==> src/sv/smeu_pkg.sv <==
`timescale 1ns / 1ps

package smeu_pkg;

  localparam int WORD_W      = 32;
  localparam int TALLY_W     = 6;
  localparam int MAX_RESULTS = 33;   // print all stops after this many numbers
  localparam int MAX_TEXT    = 32;   // string commands take at most this many chars

  localparam logic [WORD_W-1:0] LINE_FEED = WORD_W'(10);

  // command codes
  localparam logic [3:0] CMD_PUSH    = 4'd0;
  localparam logic [3:0] CMD_ADD     = 4'd1;
  localparam logic [3:0] CMD_SUB     = 4'd2;
  localparam logic [3:0] CMD_MUL     = 4'd3;
  localparam logic [3:0] CMD_DIV     = 4'd4;
  localparam logic [3:0] CMD_MOD     = 4'd5;
  localparam logic [3:0] CMD_PRINT   = 4'd6;
  localparam logic [3:0] CMD_TOP     = 4'd7;
  localparam logic [3:0] CMD_CHAR    = 4'd8;
  localparam logic [3:0] CMD_STRING  = 4'd9;
  localparam logic [3:0] CMD_RSTRING = 4'd10;

  // result kinds
  localparam logic [1:0] KIND_NUMBER = 2'd0;
  localparam logic [1:0] KIND_CHAR   = 2'd1;
  localparam logic [1:0] KIND_LINE   = 2'd2;
  localparam logic [1:0] KIND_ERROR  = 2'd3;

  // error codes
  localparam logic [2:0] ERR_NONE       = 3'd0;
  localparam logic [2:0] ERR_TOO_FEW    = 3'd1;
  localparam logic [2:0] ERR_DIV_ZERO   = 3'd2;
  localparam logic [2:0] ERR_EMPTY_TOP  = 3'd3;
  localparam logic [2:0] ERR_EMPTY_CHAR = 3'd4;
  localparam logic [2:0] ERR_CHAR_RANGE = 3'd5;
  localparam logic [2:0] ERR_FULL       = 3'd6;

  typedef struct packed {
    logic [3:0]               command;
    logic signed [WORD_W-1:0] push_value;
  } request_t;

  typedef struct packed {
    logic [1:0]               kind;
    logic signed [WORD_W-1:0] value;
    logic [2:0]               error_code;
    logic                     last;
  } result_t;

  typedef struct packed {
    logic              start;
    logic [WORD_W-1:0] dividend;
    logic [WORD_W-1:0] divisor;
  } div_req_t;

  typedef struct packed {
    logic              done;
    logic [WORD_W-1:0] quotient;
    logic [WORD_W-1:0] remainder;
  } div_rsp_t;

  typedef enum logic [3:0] {
    S_IDLE,
    S_DECODE,
    S_OPB,
    S_OPA,
    S_DIV,
    S_WALK,
    S_TOPV,
    S_CHARV,
    S_STR,
    S_RSCAN,
    S_RSTART,
    S_RWALK,
    S_LINE
  } state_t;

endpackage

==> src/sv/stack_machine_execute_unit.sv <==
`timescale 1ns / 1ps

// Stack machine execute unit: a bounded stack of signed 32-bit words that runs
// one command per transfer. A command is taken when start is high and busy is
// low; busy then stays high until every result of that command has been put
// out. Results appear one per cycle on result, marked by result_valid for
// exactly one cycle, and the final one of a command carries last. The
// receiver cannot stall the unit, so it must take every result as it comes.
// The radix-2 divider works out the quotient bit by bit and then flags done.
// Print all streams the entries from the top down, as the stack RAM streams
// one word per cycle on its single read port. String and reversed string
// put out a run of text characters from the top, at most 32 of them; the
// reversed string scans the run once to find its end and then reads it back
// upward. The longest command is a reversed string over a full run.
// Errors leave the stack as it was and produce a single error result.
module stack_machine_execute_unit #(
  parameter int STACK_DEPTH = 32
) (
  input  logic               clk,
  input  logic               rst,
  input  logic               start,
  output logic               busy,
  input  smeu_pkg::request_t request,
  output logic               result_valid,
  output smeu_pkg::result_t  result
);

  localparam int AW = $clog2(STACK_DEPTH);       // RAM address width
  localparam int CW = $clog2(STACK_DEPTH + 1);   // entry count width
  localparam int W  = smeu_pkg::WORD_W;
  localparam int TW = smeu_pkg::TALLY_W;

  // control state
  smeu_pkg::state_t   state;
  smeu_pkg::state_t   state_next;
  logic [CW-1:0]      count;
  logic [CW-1:0]      count_next;

  // per-command registers
  smeu_pkg::request_t req_q;
  logic [W-1:0]       b_reg;
  logic [W-1:0]       b_reg_next;
  logic [AW-1:0]      ptr;
  logic [AW-1:0]      ptr_next;
  logic [TW-1:0]      tally;
  logic [TW-1:0]      tally_next;

  // result register
  smeu_pkg::result_t  res_next;
  logic               res_valid_next;

  // stack RAM ports
  logic               ram_we;
  logic [AW-1:0]      ram_waddr;
  logic [W-1:0]       ram_wdata;
  logic [AW-1:0]      ram_raddr;
  logic [W-1:0]       rd_data;

  // divider
  smeu_pkg::div_req_t div_req;
  smeu_pkg::div_rsp_t div_rsp;

  // shared ALU output
  logic [W-1:0]       alu_out;

  // decode helpers
  logic stack_full;
  logic stack_empty;
  logic too_few;
  logic is_divmod;
  logic rd_text;
  logic rd_char_ok;
  logic walk_end;
  logic text_end;
  logic rwalk_end;

  smeu_ram #(
    .WIDTH (W),
    .DEPTH (STACK_DEPTH)
  ) u_ram (
    .clk   (clk),
    .we    (ram_we),
    .waddr (ram_waddr),
    .wdata (ram_wdata),
    .raddr (ram_raddr),
    .rdata (rd_data)
  );

  smeu_div u_div (
    .clk (clk),
    .rst (rst),
    .req (div_req),
    .rsp (div_rsp)
  );

  assign busy = (state != smeu_pkg::S_IDLE);

  assign stack_full  = (count == CW'(STACK_DEPTH));
  assign stack_empty = (count == '0);
  assign too_few     = (count < CW'(2));
  assign is_divmod   = (req_q.command == smeu_pkg::CMD_DIV) ||
                       (req_q.command == smeu_pkg::CMD_MOD);
  // printable run: 1..127
  assign rd_text     = (rd_data[W-1:7] == '0) && (rd_data[6:0] != '0);
  assign rd_char_ok  = (rd_data[W-1:7] == '0);
  assign walk_end    = (ptr == '0) || (tally == TW'(smeu_pkg::MAX_RESULTS - 1));
  assign text_end    = (ptr == '0) || (tally == TW'(smeu_pkg::MAX_TEXT - 1));
  assign rwalk_end   = (ptr == AW'(count - CW'(1)));

  // wrapping add/sub/mul, second operand is the top
  always_comb begin
    case (req_q.command)
      smeu_pkg::CMD_ADD: alu_out = rd_data + b_reg;
      smeu_pkg::CMD_SUB: alu_out = rd_data - b_reg;
      default:           alu_out = rd_data * b_reg;
    endcase
  end

  // next state
  always_comb begin
    state_next = state;
    unique case (state)
      smeu_pkg::S_IDLE: begin
        if (start) begin
          state_next = smeu_pkg::S_DECODE;
        end
      end
      smeu_pkg::S_DECODE: begin
        unique case (req_q.command) inside
          smeu_pkg::CMD_ADD, smeu_pkg::CMD_SUB, smeu_pkg::CMD_MUL,
          smeu_pkg::CMD_DIV, smeu_pkg::CMD_MOD: begin
            state_next = too_few ? smeu_pkg::S_IDLE : smeu_pkg::S_OPB;
          end
          smeu_pkg::CMD_PRINT: begin
            state_next = stack_empty ? smeu_pkg::S_IDLE : smeu_pkg::S_WALK;
          end
          smeu_pkg::CMD_TOP: begin
            state_next = stack_empty ? smeu_pkg::S_IDLE : smeu_pkg::S_TOPV;
          end
          smeu_pkg::CMD_CHAR: begin
            state_next = stack_empty ? smeu_pkg::S_IDLE : smeu_pkg::S_CHARV;
          end
          smeu_pkg::CMD_STRING: begin
            state_next = stack_empty ? smeu_pkg::S_LINE : smeu_pkg::S_STR;
          end
          smeu_pkg::CMD_RSTRING: begin
            state_next = stack_empty ? smeu_pkg::S_LINE : smeu_pkg::S_RSCAN;
          end
          default: begin
            // push and unknown codes finish here
            state_next = smeu_pkg::S_IDLE;
          end
        endcase
      end
      smeu_pkg::S_OPB: begin
        state_next = (is_divmod && rd_data == '0) ? smeu_pkg::S_IDLE : smeu_pkg::S_OPA;
      end
      smeu_pkg::S_OPA: begin
        state_next = is_divmod ? smeu_pkg::S_DIV : smeu_pkg::S_IDLE;
      end
      smeu_pkg::S_DIV: begin
        if (div_rsp.done) begin
          state_next = smeu_pkg::S_IDLE;
        end
      end
      smeu_pkg::S_WALK: begin
        if (walk_end) begin
          state_next = smeu_pkg::S_IDLE;
        end
      end
      smeu_pkg::S_TOPV: begin
        state_next = smeu_pkg::S_IDLE;
      end
      smeu_pkg::S_CHARV: begin
        state_next = rd_char_ok ? smeu_pkg::S_LINE : smeu_pkg::S_IDLE;
      end
      smeu_pkg::S_STR: begin
        if (!rd_text) begin
          state_next = smeu_pkg::S_IDLE;
        end else if (text_end) begin
          state_next = smeu_pkg::S_LINE;
        end
      end
      smeu_pkg::S_RSCAN: begin
        if (!rd_text) begin
          state_next = (tally == '0) ? smeu_pkg::S_IDLE : smeu_pkg::S_RSTART;
        end else if (text_end) begin
          state_next = smeu_pkg::S_RSTART;
        end
      end
      smeu_pkg::S_RSTART: begin
        state_next = smeu_pkg::S_RWALK;
      end
      smeu_pkg::S_RWALK: begin
        if (rwalk_end) begin
          state_next = smeu_pkg::S_LINE;
        end
      end
      smeu_pkg::S_LINE: begin
        state_next = smeu_pkg::S_IDLE;
      end
      default: begin
        state_next = smeu_pkg::S_IDLE;
      end
    endcase
  end

  // datapath and outputs
  always_comb begin
    count_next       = count;
    b_reg_next       = b_reg;
    ptr_next         = ptr;
    tally_next       = tally;
    res_valid_next   = 1'b0;
    res_next         = '0;
    ram_we           = 1'b0;
    ram_waddr        = AW'(count - CW'(2));
    ram_wdata        = alu_out;
    ram_raddr        = '0;
    div_req.start    = 1'b0;
    div_req.dividend = rd_data;
    div_req.divisor  = b_reg;

    unique case (state)
      smeu_pkg::S_IDLE: begin
      end
      smeu_pkg::S_DECODE: begin
        // read the top now; the walks start from it
        ram_raddr  = AW'(count - CW'(1));
        ptr_next   = AW'(count - CW'(1));
        tally_next = '0;
        unique case (req_q.command) inside
          smeu_pkg::CMD_PUSH: begin
            if (stack_full) begin
              res_valid_next      = 1'b1;
              res_next.kind       = smeu_pkg::KIND_ERROR;
              res_next.error_code = smeu_pkg::ERR_FULL;
              res_next.last       = 1'b1;
            end else begin
              ram_we     = 1'b1;
              ram_waddr  = AW'(count);
              ram_wdata  = req_q.push_value;
              count_next = count + CW'(1);
            end
          end
          smeu_pkg::CMD_ADD, smeu_pkg::CMD_SUB, smeu_pkg::CMD_MUL,
          smeu_pkg::CMD_DIV, smeu_pkg::CMD_MOD: begin
            if (too_few) begin
              res_valid_next      = 1'b1;
              res_next.kind       = smeu_pkg::KIND_ERROR;
              res_next.error_code = smeu_pkg::ERR_TOO_FEW;
              res_next.last       = 1'b1;
            end
          end
          smeu_pkg::CMD_TOP: begin
            if (stack_empty) begin
              res_valid_next      = 1'b1;
              res_next.kind       = smeu_pkg::KIND_ERROR;
              res_next.error_code = smeu_pkg::ERR_EMPTY_TOP;
              res_next.last       = 1'b1;
            end
          end
          smeu_pkg::CMD_CHAR: begin
            if (stack_empty) begin
              res_valid_next      = 1'b1;
              res_next.kind       = smeu_pkg::KIND_ERROR;
              res_next.error_code = smeu_pkg::ERR_EMPTY_CHAR;
              res_next.last       = 1'b1;
            end
          end
          default: begin
          end
        endcase
      end
      smeu_pkg::S_OPB: begin
        // top arrives; fetch the first operand below it
        b_reg_next = rd_data;
        ram_raddr  = AW'(count - CW'(2));
        if (is_divmod && rd_data == '0) begin
          res_valid_next      = 1'b1;
          res_next.kind       = smeu_pkg::KIND_ERROR;
          res_next.error_code = smeu_pkg::ERR_DIV_ZERO;
          res_next.last       = 1'b1;
        end
      end
      smeu_pkg::S_OPA: begin
        if (is_divmod) begin
          div_req.start = 1'b1;
        end else begin
          ram_we     = 1'b1;
          count_next = count - CW'(1);
        end
      end
      smeu_pkg::S_DIV: begin
        ram_wdata = (req_q.command == smeu_pkg::CMD_DIV) ? div_rsp.quotient
                                                          : div_rsp.remainder;
        if (div_rsp.done) begin
          ram_we     = 1'b1;
          count_next = count - CW'(1);
        end
      end
      smeu_pkg::S_WALK: begin
        // stream downward: data for ptr arrives while ptr-1 is read
        ram_raddr      = ptr - AW'(1);
        res_valid_next = 1'b1;
        res_next.kind  = smeu_pkg::KIND_NUMBER;
        res_next.value = rd_data;
        res_next.last  = walk_end;
        ptr_next       = ptr - AW'(1);
        tally_next     = tally + TW'(1);
      end
      smeu_pkg::S_TOPV: begin
        res_valid_next = 1'b1;
        res_next.kind  = smeu_pkg::KIND_NUMBER;
        res_next.value = rd_data;
        res_next.last  = 1'b1;
      end
      smeu_pkg::S_CHARV: begin
        res_valid_next = 1'b1;
        if (rd_char_ok) begin
          res_next.kind  = smeu_pkg::KIND_CHAR;
          res_next.value = rd_data;
        end else begin
          res_next.kind       = smeu_pkg::KIND_ERROR;
          res_next.error_code = smeu_pkg::ERR_CHAR_RANGE;
          res_next.last       = 1'b1;
        end
      end
      smeu_pkg::S_STR: begin
        ram_raddr      = ptr - AW'(1);
        res_valid_next = 1'b1;
        if (rd_text) begin
          res_next.kind  = smeu_pkg::KIND_CHAR;
          res_next.value = rd_data;
          ptr_next       = ptr - AW'(1);
          tally_next     = tally + TW'(1);
        end else begin
          // run ends at a non-text entry: line end closes the command
          res_next.kind  = smeu_pkg::KIND_LINE;
          res_next.value = smeu_pkg::LINE_FEED;
          res_next.last  = 1'b1;
        end
      end
      smeu_pkg::S_RSCAN: begin
        // measure the run only; it is printed bottom-up afterwards
        ram_raddr = ptr - AW'(1);
        if (rd_text) begin
          ptr_next   = ptr - AW'(1);
          tally_next = tally + TW'(1);
        end else if (tally == '0) begin
          res_valid_next = 1'b1;
          res_next.kind  = smeu_pkg::KIND_LINE;
          res_next.value = smeu_pkg::LINE_FEED;
          res_next.last  = 1'b1;
        end
      end
      smeu_pkg::S_RSTART: begin
        ram_raddr = AW'(count - CW'(tally));
        ptr_next  = AW'(count - CW'(tally));
      end
      smeu_pkg::S_RWALK: begin
        ram_raddr      = ptr + AW'(1);
        res_valid_next = 1'b1;
        res_next.kind  = smeu_pkg::KIND_CHAR;
        res_next.value = rd_data;
        ptr_next       = ptr + AW'(1);
      end
      smeu_pkg::S_LINE: begin
        res_valid_next = 1'b1;
        res_next.kind  = smeu_pkg::KIND_LINE;
        res_next.value = smeu_pkg::LINE_FEED;
        res_next.last  = 1'b1;
      end
      default: begin
      end
    endcase
  end

  // control registers
  always_ff @(posedge clk) begin
    if (rst) begin
      state        <= smeu_pkg::S_IDLE;
      count        <= '0;
      result_valid <= 1'b0;
    end else begin
      state        <= state_next;
      count        <= count_next;
      result_valid <= res_valid_next;
    end
  end

  // payload registers
  always_ff @(posedge clk) begin
    if (start && !busy) begin
      req_q <= request;
    end
    b_reg  <= b_reg_next;
    ptr    <= ptr_next;
    tally  <= tally_next;
    result <= res_next;
  end

endmodule

==> src/sv/smeu_ram.sv <==
`timescale 1ns / 1ps

module smeu_ram #(
  parameter int WIDTH = 32,
  parameter int DEPTH = 32
) (
  input  logic                     clk,
  input  logic                     we,
  input  logic [$clog2(DEPTH)-1:0] waddr,
  input  logic [WIDTH-1:0]         wdata,
  input  logic [$clog2(DEPTH)-1:0] raddr,
  output logic [WIDTH-1:0]         rdata
);

  logic [WIDTH-1:0] mem [DEPTH];

  always_ff @(posedge clk) begin
    if (we) begin
      mem[waddr] <= wdata;
    end
    rdata <= mem[raddr];
  end

endmodule

==> src/sv/smeu_div.sv <==
`timescale 1ns / 1ps

// Signed restoring divider, one quotient bit per cycle.
// Quotient truncates toward zero, remainder takes the dividend's sign.
module smeu_div (
  input  logic               clk,
  input  logic               rst,
  input  smeu_pkg::div_req_t req,
  output smeu_pkg::div_rsp_t rsp
);

  localparam int W  = smeu_pkg::WORD_W;
  localparam int CW = $clog2(W);

  logic [W-1:0]  quo;
  logic [W-1:0]  rem;
  logic [W-1:0]  dvs;
  logic          neg_q;
  logic          neg_r;
  logic [CW-1:0] step;
  logic          running;
  logic          done;

  logic [W:0]    shifted;
  logic [W:0]    diff;

  assign shifted = {rem, quo[W-1]};
  assign diff    = shifted - {1'b0, dvs};

  always_ff @(posedge clk) begin
    if (rst) begin
      running <= 1'b0;
      done    <= 1'b0;
      step    <= '0;
    end else begin
      done <= running && (step == CW'(W - 1));
      if (req.start) begin
        running <= 1'b1;
        step    <= '0;
      end else if (running) begin
        step <= step + CW'(1);
        if (step == CW'(W - 1)) begin
          running <= 1'b0;
        end
      end
    end
  end

  always_ff @(posedge clk) begin
    if (req.start) begin
      quo   <= req.dividend[W-1] ? (~req.dividend + W'(1)) : req.dividend;
      dvs   <= req.divisor[W-1] ? (~req.divisor + W'(1)) : req.divisor;
      rem   <= '0;
      neg_q <= req.dividend[W-1] ^ req.divisor[W-1];
      neg_r <= req.dividend[W-1];
    end else if (running) begin
      if (!diff[W]) begin
        rem <= diff[W-1:0];
        quo <= {quo[W-2:0], 1'b1};
      end else begin
        rem <= shifted[W-1:0];
        quo <= {quo[W-2:0], 1'b0};
      end
    end
  end

  assign rsp.done      = done;
  assign rsp.quotient  = neg_q ? (~quo + W'(1)) : quo;
  assign rsp.remainder = neg_r ? (~rem + W'(1)) : rem;

endmodule

==> config.mk <==
export PLATFORM = sky130hd
export DESIGN_NAME = stack_machine_execute_unit
export DESIGN_NICKNAME = d
export VERILOG_FILES = /design/src/sv/smeu_pkg.sv /design/src/sv/stack_machine_execute_unit.sv /design/src/sv/smeu_ram.sv /design/src/sv/smeu_div.sv
export SDC_FILE = /design/constraint.sdc
export NUM_CORES = 2
export LEC_CHECK = 0
export BUFFER_PORTS_ARGS = -buffer_cell sky130_fd_sc_hd__buf_2
export CAP_MARGIN = 0
export CORE_MARGIN = 4
export CORE_UTILIZATION = 55
export CTS_CLUSTER_DIAMETER = 40
export DETAILED_ROUTE_END_ITERATION = 10
export PLACE_DENSITY_LB_ADDON = 0.08
export SLEW_MARGIN = 5
export SYNTH_ARGS = -nofsm -noshare
export SYNTH_HDL_FRONTEND = slang
export SYNTH_HIERARCHICAL = 1
export SYNTH_SLANG_ARGS = --single-unit
export TNS_END_PERCENT = 10
==> constraint.sdc <==
create_clock -name clk -period 23.6 [get_ports clk]
set_input_delay 3.54 -clock clk [delete_from_list [all_inputs] [get_ports clk]]
set_output_delay 3.54 -clock clk [all_outputs]
set_load 0.01 [all_outputs]
==> flow_metrics.tcl <==
set metrics [dict create \
    status "completed" \
    drtIter0Drc 4261 \
    path_clk_slew_ns 0.06 \
    synthDistinctLibCells 101 \
    relSlewSlack 0.1488 \
    cap_violations 0 \
    largest_registers "u_ram/mem: 1024 flops, result: 38 flops, req_q: 36 flops" \
    largest_reg_flops 1024 \
    grt_pass1_vias 47810 \
    most-common-layout-cells "edfxtp_1 (1169), mux2i_1 (543), nand2_1 (520)" \
    fmax_mhz 112.9 \
    reg2reg_from "u_ram/rdata[16]" \
    setup_viol 0 \
    rows 133 \
    ys_ff_latch 1289 \
    cts_hold_buf 0 \
    synthesis.area_mm2 0.07329 \
    start_util 0.5554 \
    async_flop_share 0 \
    hp-start "u_div/step[4]" \
    die_height_um 373.0 \
    ys.flop_type "edfxtp_1" \
    maxSlewViolCount 0 \
    synth_edf_count 1169 \
    ios 79 \
    cts_tree "yes" \
    yosysSeqAreaShare 0.5117 \
    cp-start-kind "flop" \
    die_width_um 373.0 \
    yosys_warnings 6 \
    rsz0062_at_grt "false" \
    ctsResizeCount 0 \
    nets 6697 \
    crit_required_ns 24.00 \
    antenna_found_initial 4 \
    grt_max_degree 108 \
    setup_tns_ns 0 \
    first_pass_iters 6 \
    min_period_ns 8.860 \
    post_cts_buffers 0 \
    finalWirelength_mm 207.0 \
    fp.coreArea_mm2 0.1320 \
    die-area_mm2 0.1392 \
    skew_ns 0.06452 \
    io_buffers 78 \
    via_per_inst 6.024 \
    dp_slack_ns 14.79 \
    grt_pass1_wl_mm 310.0 \
    synth_nets 6625 \
    cts.path.max_buffers 3 \
    largest-register "u_ram/mem" \
    htree_levels 4 \
    fin_crit_sh 0.3754 \
    place.gp.congestion 0.9102 \
    syn_area_per_cell_um2 12.28 \
    critPathKind "flop to flop" \
    syn_to_final_growth_pct 12.00 \
    hold_path.class "flop to flop" \
    finalCoreUtilization 0.6221 \
    drive_above_1_share 0.1068 \
    wl_per_cell_um 26.05 \
    arrival_ns 9.26 \
    synth_cells 5967 \
    end_kind "flop" \
    ctsRootBufferMaster "clkbuf_16" \
    ant_nets 0 \
    cts_buffers 175 \
    vias 47870 \
    startpoint "u_ram/rdata[16]" \
    grt_usage 0.2972 \
    grt.overflow.total 0 \
    clk_latency_ns 0.80 \
    final_common_cell "edfxtp_1" \
    dp_hpwl_mm 130.1 \
    hold_viol_final 0 \
    drc 0 \
    cts_sinks 1289 \
    worst_slack_ns 14.74 \
    tightest_slew_ns 1.277 \
    crit_fanout 32 \
]
-- worst max-delay path: stages, from the launching register on --
cell and delay (ns):
dfxtp_1 1.03, and2_1 0.27, fa_1 0.40, inv_1 0.09, fa_1 0.42, fa_1 0.48
fa_1 0.54, inv_1 0.05, fa_1 0.49, inv_1 0.05, fa_1 0.53, inv_1 0.05
fa_1 0.38, fa_1 0.50, ha_1 0.39, a21oi_1 0.19, nand2_1 0.11, a211oi_4 0.28
o41ai_4 0.15, a221oi_2 0.49, o21ai_2 0.17, nand4_1 0.15, a41oi_2 0.13, xnor2_1 0.17
o221ai_2 0.94
-- cells by family after synthesis --
family          share of synthesized area
xor+xnor                          0.03728
buf+inv                           0.04469
flops                              0.5117
compound gates                    0.08297
fa+ha+maj                          0.1478
simple gates                       0.1008
mux                               0.07477
-- cell usage after synthesis, types with 8 or more instances --
cell | instances | area share
a211oi_1 | 32 | 0.0033
a21o_1 | 44 | 0.0045
a21oi_1 | 314 | 0.021
a22o_1 | 65 | 0.0078
a22oi_1 | 99 | 0.010
a31oi_1 | 58 | 0.0050
and2_1 | 345 | 0.029
and3_1 | 13 | 0.0011
buf_1 | 11 | 0.00056
buf_2 | 35 | 0.0024
buf_4 | 38 | 0.0039
buf_6 | 18 | 0.0028
clkbuf_1 | 223 | 0.011
dfxtp_1 | 120 | 0.033
edfxtp_1 | 1169 | 0.48
fa_1 | 411 | 0.11
ha_1 | 208 | 0.036
inv_1 | 458 | 0.023
mux2i_1 | 543 | 0.074
nand2_1 | 522 | 0.027
nand2b_1 | 35 | 0.0030
nand3_1 | 126 | 0.0086
nand3b_1 | 9 | 0.00092
nand4_1 | 14 | 0.0012
nor2_1 | 220 | 0.011
nor2b_1 | 15 | 0.0013
nor3_1 | 85 | 0.0058
nor4_1 | 18 | 0.0015
o21a_1 | 15 | 0.0015
o21ai_0 | 130 | 0.0089
o21ai_1 | 9 | 0.00061
o21bai_1 | 10 | 0.0010
o221ai_1 | 8 | 0.00096
o31ai_1 | 38 | 0.0039
o41ai_1 | 18 | 0.0022
or2_2 | 8 | 0.00068
or3_1 | 16 | 0.0014
or4_1 | 18 | 0.0018
xnor2_1 | 226 | 0.027
xor2_1 | 86 | 0.010
-- per-stage QoR --
stage	std cells	hold slack (ns)	instance area (um2)
after floorplan	5967	0.4713	73290
after global placement	7616	0.5156	75880
after detailed placement	7616	0.5335	75880
after CTS	7945	0.5388	82060
after global routing	7946	0.5762	82090
final	7947	0.5414	82090
-- path summary, 6_finish.rpt --
check	endpoint	slack (ns)	depth (start not counted)
min reg2reg	u_div/step[4]	0.54	2
max reg2reg	u_ram/mem[2][31]	14.74	24
min	u_div/step[4]	0.54	2
max	u_ram/mem[2][31]	14.74	24
-- final cells by class --
class / instances / area [um2]
fillers: 10330 / 49870
flip-flops and latches: 1289 / 37510
multi-input cells: 3893 / 32980
clock buffers: 203 / 4621
well taps: 1755 / 2196
inverters: 458 / 1719
clock inverters: 126 / 1559
repair buffers: 222 / 1504
diodes: 1 / 2.502
-- layer usage --
layer	vias up	GRT usage	part of all wire
met5	-	0	0.00017
met4	6	0.1239	0.046
met3	468	0.04897	0.063
met2	1708	0.4858	0.48
met1	24390	0.3973	0.41
li1	21300	-	-
Power is left out: the tool's default activity adds up to more than one toggle a clock period on the data nets, which glitch-free logic cannot reach.
